File: config.mk
export PLATFORM = sky130hd
export DESIGN_NAME = irr_ctrl
export DESIGN_NICKNAME = d
export VERILOG_FILES = /design/src/hw/rtl/irr_pkg.sv /design/src/hw/rtl/irr_ctrl.sv
export SDC_FILE = /design/constraint.sdc
export NUM_CORES = 1
export LEC_CHECK = 0
export ABC_AREA = 1
export BUFFER_PORTS_ARGS = -buffer_cell sky130_fd_sc_hd__clkbuf_2
export CAP_MARGIN = 25
export CORE_AREA = 2 2 39 41
export CTS_CLUSTER_DIAMETER = 40
export CTS_CLUSTER_SIZE = 8
export DETAILED_ROUTE_END_ITERATION = 12
export DIE_AREA = 0 0 41 43
export PLACE_DENSITY = 0.78
export SLEW_MARGIN = 20
export SYNTH_ARGS = -nofsm -noshare
export SYNTH_HDL_FRONTEND = slang
export SYNTH_SLANG_ARGS = --single-unit
File: constraint.sdc
create_clock -name clk -period 1.6 [get_ports clk]
set_clock_uncertainty 0.05 [all_clocks]
set_input_delay 0.32 -clock clk [delete_from_list [all_inputs] [get_ports clk]]
set_output_delay 0.32 -clock clk [all_outputs]
set_load 0.005 [all_outputs]
File: src/hw/rtl/irr_pkg.sv
// Shared types and constants for the input-recording replay block.
// Used by the controller, the datapath and the top level; depends on nothing.
`default_nettype none

package irr_pkg;

	// Block store geometry.
	localparam int MEM_BYTES  = 1048576;
	localparam int MEM_ADDR_W = $clog2(MEM_BYTES);

	// Field and register widths.
	localparam int PTR_W      = 22;
	localparam int CNT_W      = 16;
	localparam int FRAMES_W   = 32;
	localparam int BLEN_W     = 21;
	localparam int LADDR_W    = 20;
	localparam int BYTE_W     = 8;
	localparam int FAULT_W    = 2;
	localparam int CFG_IDX_W  = 1;
	localparam int CFG_DATA_W = 32;
	localparam int IN_DATA_W  = 32;
	localparam int OUT_DATA_W = 16;

	// Width used for address range compares; covers the largest store.
	localparam int CMP_W = 25;
	localparam logic [CMP_W-1:0] MEM_LIMIT = CMP_W'(MEM_BYTES);

	// A read count of all ones repeats the data of the last real frame.
	localparam logic [CNT_W-1:0] REPEAT_COUNT = 16'hFFFF;
	localparam logic [PTR_W-1:0] HDR_BYTES    = PTR_W'(4);

	// Configuration register indexes.
	localparam logic [CFG_IDX_W-1:0] CFG_FRAME_TOTAL  = 1'b0;
	localparam logic [CFG_IDX_W-1:0] CFG_BLOCK_LENGTH = 1'b1;

	// Fault codes.
	localparam logic [FAULT_W-1:0] FAULT_NONE      = 2'd0;
	localparam logic [FAULT_W-1:0] FAULT_EXHAUSTED = 2'd1;
	localparam logic [FAULT_W-1:0] FAULT_LENGTH    = 2'd2;

	// Item kinds.
	typedef enum logic [1:0] {
		OP_LOAD  = 2'd0,
		OP_ARM   = 2'd1,
		OP_FRAME = 2'd2,
		OP_READ  = 2'd3
	} op_t;

	// Commands from the controller to the datapath.
	typedef struct packed {
		logic latch;
		logic clear_result;
		logic store_wr;
		logic arm;
		logic restart;
		logic fetch_exhaust;
		logic fetch_bad;
		logic hdr_lo_rd;
		logic hdr_hi_rd;
		logic fetch_apply;
		logic data_rd;
		logic data_bad;
		logic data_take;
		logic out_load;
	} irr_cmd_t;

	// Status from the datapath to the controller.
	typedef struct packed {
		op_t  op;
		logic active;
		logic armed;
		logic load_in_range;
		logic exhausted;
		logic hdr_ok;
		logic frame_used;
		logic rp_ok;
	} irr_status_t;

endpackage

`default_nettype wire

File: src/hw/rtl/irr_ctrl.sv
// Controller of the replay block: sequences item decode, frame fetches and
// data reads, and owns the output valid flag. Depends on irr_pkg.
`default_nettype none

module irr_ctrl (
	input  wire logic                 clk,
	input  wire logic                 arst_n,
	input  wire logic                 s_tvalid,
	output logic                      s_tready,
	output logic                      m_tvalid,
	input  wire logic                 m_tready,
	input  wire irr_pkg::irr_status_t status,
	output irr_pkg::irr_cmd_t         cmd
);

	import irr_pkg::*;

	typedef enum logic [3:0] {
		ST_IDLE,
		ST_DECODE,
		ST_FETCH_CHK,
		ST_FETCH_LO,
		ST_FETCH_HI,
		ST_LOOP_CHK,
		ST_DATA_RD,
		ST_DATA_WAIT,
		ST_FINISH
	} state_t;

	state_t state_q;
	state_t state_d;
	state_t after_fetch;
	logic   m_valid_q;

	assign m_tvalid = m_valid_q;
	assign s_tready = (state_q == ST_IDLE);

	// A frame item fetches once; a port read goes back to look for reads left.
	assign after_fetch = (status.op == OP_FRAME) ? ST_FINISH : ST_LOOP_CHK;

	// Next state and datapath commands.
	always_comb begin
		cmd     = '0;
		state_d = state_q;
		unique case (state_q)
			ST_IDLE: begin
				cmd.latch = s_tvalid;
				if (s_tvalid) begin
					state_d = ST_DECODE;
				end
			end
			ST_DECODE: begin
				cmd.clear_result = 1'b1;
				state_d          = ST_FINISH;
				unique case (status.op)
					OP_LOAD: begin
						cmd.store_wr = status.load_in_range;
					end
					OP_ARM: begin
						cmd.arm = 1'b1;
					end
					OP_FRAME: begin
						if (status.active && !status.armed) begin
							state_d = ST_FETCH_CHK;
						end
					end
					OP_READ: begin
						if (status.active && status.armed) begin
							cmd.restart = 1'b1;
							state_d     = ST_FETCH_CHK;
						end else if (status.active) begin
							state_d = ST_LOOP_CHK;
						end
					end
					default: begin
						state_d = ST_FINISH;
					end
				endcase
			end
			ST_FETCH_CHK: begin
				priority if (status.exhausted) begin
					cmd.fetch_exhaust = 1'b1;
					state_d           = after_fetch;
				end else if (!status.hdr_ok) begin
					cmd.fetch_bad = 1'b1;
					state_d       = after_fetch;
				end else begin
					cmd.hdr_lo_rd = 1'b1;
					state_d       = ST_FETCH_LO;
				end
			end
			ST_FETCH_LO: begin
				cmd.hdr_hi_rd = 1'b1;
				state_d       = ST_FETCH_HI;
			end
			ST_FETCH_HI: begin
				cmd.fetch_apply = 1'b1;
				state_d         = after_fetch;
			end
			ST_LOOP_CHK: begin
				priority if (!status.active) begin
					state_d = ST_FINISH;
				end else if (status.frame_used) begin
					state_d = ST_FETCH_CHK;
				end else begin
					state_d = ST_DATA_RD;
				end
			end
			ST_DATA_RD: begin
				if (status.rp_ok) begin
					cmd.data_rd = 1'b1;
					state_d     = ST_DATA_WAIT;
				end else begin
					cmd.data_bad = 1'b1;
					state_d      = ST_FINISH;
				end
			end
			ST_DATA_WAIT: begin
				cmd.data_take = 1'b1;
				state_d       = ST_FINISH;
			end
			ST_FINISH: begin
				if (!m_valid_q || m_tready) begin
					cmd.out_load = 1'b1;
					state_d      = ST_IDLE;
				end
			end
			default: begin
				state_d = ST_IDLE;
			end
		endcase
	end

	// State and output valid flag.
	always_ff @(posedge clk or negedge arst_n) begin
		if (!arst_n) begin
			state_q   <= ST_IDLE;
			m_valid_q <= 1'b0;
		end else begin
			state_q <= state_d;
			if (cmd.out_load) begin
				m_valid_q <= 1'b1;
			end else if (m_tready) begin
				m_valid_q <= 1'b0;
			end
		end
	end

`ifndef NO_ASSERTIONS
	// The output register is only refilled once its word has gone.
	a_no_overwrite: assert property (@(posedge clk) disable iff (!arst_n)
		cmd.out_load |-> (!m_valid_q || m_tready))
		else $error("output word overwritten before it was taken");

	// The high header byte is always read right after the low one.
	a_hdr_order: assert property (@(posedge clk) disable iff (!arst_n)
		(state_q == ST_FETCH_HI) |-> ($past(state_q) == ST_FETCH_LO))
		else $error("header high byte taken out of order");

	// Exactly one word leaves the finish state per item.
	a_finish_once: assert property (@(posedge clk) disable iff (!arst_n)
		cmd.out_load |=> (state_q == ST_IDLE))
		else $error("controller did not return to idle after a word");
`endif

endmodule

`default_nettype wire

# [Yosys cells after proc, flatten, opt, wreduce, memory -nomap -nowiden]
# Index checks and enable logic that the tools add are counted.
[totals] register_bits=5 inputBits=13 output_inout_bits=16
[op_classes] n_eq_ne=13 n_mux=34 reduce_logical=9
[op_table] cell="$mux W4" count=11
[op_table] cell="$pmux W4 S9" count=1
[op_table] cell="$mux W1" count=17
[op_table] cell="$eq A4 B3 Y1 const B" count=4
[op_table] cell="$eq A4 B2 Y1 const B" count=2
[op_table] cell="$pmux W4 S2" count=1
[op_table] cell="$mux W3" count=2
[op_table] cell="$eq A2 B2 Y1 const B" count=2
[op_table] cell="$eq A4 B1 Y1 const B" count=1
[op_table] cell="$eq A4 B4 Y1 const B" count=1
[op_table] cell="$logic_not A4 Y1" count=1
[op_table] cell="$mux W2" count=2
[op_table] cell="$ne A2 B2 Y1 const B" count=2
[op_table] cell="$eq A2 B1 Y1 const B" count=1
[op_table] cell="$logic_and A1 B1 Y1" count=2
[op_table] cell="$logic_not A1 Y1" count=2
[op_table] cell="$logic_not A2 Y1" count=1
[op_table] cell="$reduce_and A2 Y1" count=1
[op_table] cell="$reduce_bool A2 Y1" count=1
[op_table] cell="$logic_or A1 B1 Y1" count=1

# [Logic depth before layout (Yosys ltp)]
[depth] depth_word=5 ltp_mapped=7 depth_no_buf=7

# [Least setup slack after synthesis]
# Ideal clock, no wire load.
[synth_path] path_kind="reg2out" start="register state_q[0]" end="output port cmd[0] in the netlist's numbering" t_arrival_ns=0.910 t_required_ns=1.230 slack_ns=0.320 path_stages_with_launch=6 cell_sequence="dfrtp_1 > inv_1 > nand2_2 > nor3_1 > inv_1 > nor2_1"
[synth_rtl] item="from (decl)" line="irr_ctrl.sv:30" text="state_t state_q;"
[synth_rtl] item="from (signal assigned)" line="irr_ctrl.sv:140" text="state_q <= state_d;"
[synth_rtl] item="to (decl)" line="irr_ctrl.sv:13" text="output irr_pkg::irr_cmd_t cmd"

==> out/results.txt <==
Synth Register Bits - 5
Hold Startpoint - m_tready
Post-DP HPWL - 1156 um
placed inst area - 653.1 um^2
final worst slack - -0.07433 ns
Hold Vio Cnt, Final - 0
Setup Viol. Count Final - 1
Area Overhead vs Synth - 61.67%
RSZ-0062 raised after global routing - true
final-stage net count - 143
antenna-violating nets left - 0
Setup crit start - state_q[1]
WP data required - 1.23 ns
vias - 700
Mapped Avg Cell Area - 5.417 um^2
total power divided by cell area - 1303 nW/um^2
Netlist cell types - 15
total gr overflow - 0
pin count of the biggest net entering global routing - 7
share of cells above drive strength 1 - 45.74%
filler instances - 136
TritonCTS clock tree - yes
die span in x - 41 um
Syn. warnings - 0
Iteration-0 DRC Markers - 12
vias in the first global route - 597
antenna violations before repair - 0
CP max FO - 3
min Tclk post-route - 1.674 ns
Cell Area, Synth - 493.0 um^2
Placer Congestion - 0.8447
cells after synthesis - 91
Final TNS setup - -0.07433 ns
commonest non-fill, non-tap cell in the layout - clkbuf_2
Avg WL per Cell - 10.68 um
Leakage - 0.4770 nW
max-capacitance violation count - 0
total power - 1.038 mW
Slew Limit Fails - 0
crit path kind - register to primary output
final worst-path cycle share - 104.6%
Slew @ Worst Pin - 0.2182 ns
worst vdd ir - 0.0004611 V
outcome - finished with violations
drc violations - 0
critical path startpoint category - register
reg2reg start - state_q[3]
number of buffers created by CTS - 3
total wire length - 1549 um
Clock Latency Late Sink - 0.24 ns
Tot GR Track Use - 18.84%
Root Buffer - clkbuf_4
DRT Pass-1 Iters - 4
total die area - 1763 um^2
Starting Density - 35.62%
Slew headroom - 85.40%
sequential fraction of the synthesis area - 25.38%
first-pass GRT wire length - 2352 um
Setup WS pre-CTS - 0.1295 ns
failing checks - negative setup slack
count of input and output buffers - 28
core area - 1384 um^2
Die Span Y - 43 um
# H-tree levels - 1
Antenna diodes - 0
WHS - 0.2564 ns
Top Ports - 29
Worst Setup End Kind - primary output
fmax - 597.3 MHz
Synth Net Count - 104
vias per cell - 4.828
Worst Hold Class - input port to register
row cnt - 14
worst endpoint data arrival time - 1.30 ns
Max clock buf depth - 2
CTS sink count - 5
most frequent cells in the layout - 26 x clkbuf_2, 20 x nand2_1, 18 x nor2_1
Design Area, Final - 797.0 um^2
Worst-path clk slew - 0.05 ns
==> routing by layer <==
layer | track usage, % | up-vias | part of all wire (%) | wire length, um
met5 | 0 | - | 0 | 0
met4 | 7.333 | 0 | 2.0 | 31
met3 | 0.5236 | 4 | 5.1 | 79
met2 | 31.56 | 27 | 52 | 810
met1 | 24.17 | 313 | 40 | 627
li1 | - | 356 | - | -
==> kinds of logic after synthesis <==
| family | synth area share (%) |
|---|---|
| and+or+nand+nor | 55.59 |
| buffers and inverters | 13.70 |
| DFF | 25.38 |
| AOI/OAI and AO/OA | 5.329 |
==> worst max-delay path: stages (launching register included) <==
cell	delay, ns
dfrtp_1	0.41
inv_2	0.12
nand2_4	0.08
nor3_4	0.21
inv_2	0.06
nor2_2	0.07
clkbuf_2	0.11
==> sequential cells by signal, indices dropped and copies added (netlist names) <==
register,count
m_tvalid,1
state_q,4
==> final timing paths <==
path	depth (start not counted)	slack, ns	end
worst max-delay path	6	-0.07	cmd[0]
worst min-delay path	2	0.26	m_tvalid
worst max register to register	7	0.35	state_q[0]
worst min register to register	2	0.55	m_tvalid
max in group asynchronous	2	0.98	state_q[0]
min in group asynchronous	2	0.37	state_q[1]
==> what timing repair did <==
action	in CTS	in global routing
endpoints found under the hold margin	5	0
gates resized for setup	6	18
setup buffers	2	3
endpoints found under the setup margin	8	13
hold buffers	1	0
pin swaps	1	3
==> report_power, final <==
group	internal, mW	total (mW)	leakage (nW)	switching [mW]
registers	0.182	0.248	0.0617	0.0654
clock network	0.0943	0.147	0.0150	0.0522
logic	0.260	0.644	0.400	0.384
total	0.536	1.04	0.477	0.502
==> synth_stat cells <==
library cell	n	area, um^2
nor2_2	3	18.77
a21oi_1	1	5.000
dfrtp_1	5	125.1
nand3_2	1	10.01
a31oi_1	1	6.260
nand2_1	23	86.33
nand2_2	1	6.260
nor3_1	5	25.02
o21ai_0	3	15.01
nand3b_1	1	7.510
inv_1	17	63.81
nand4_1	1	6.260
nor2_1	21	78.83
nand3_1	7	35.03
inv_2	1	3.750
==> cell type report <==
type	count	area, um^2	share of cell area (%)
inverter	18	67.56	8.477
multi-input combinational	68	366.6	46.00
sequential	5	128.9	16.17
clock buffer	4	26.28	3.297
timing repair buffer	34	187.7	23.55
tap	16	20.02	2.512
==> per-stage QoR <==
step,cells,utilization (%)
2_1_floorplan,91,-
3_3_place_gp,135,47.20
3_5_place_dp,135,47.20
4_1_cts,142,52.08
5_1_grt,145,57.59
6_report,145,57.59
Note: power is estimated with default switching activity, not from simulation.
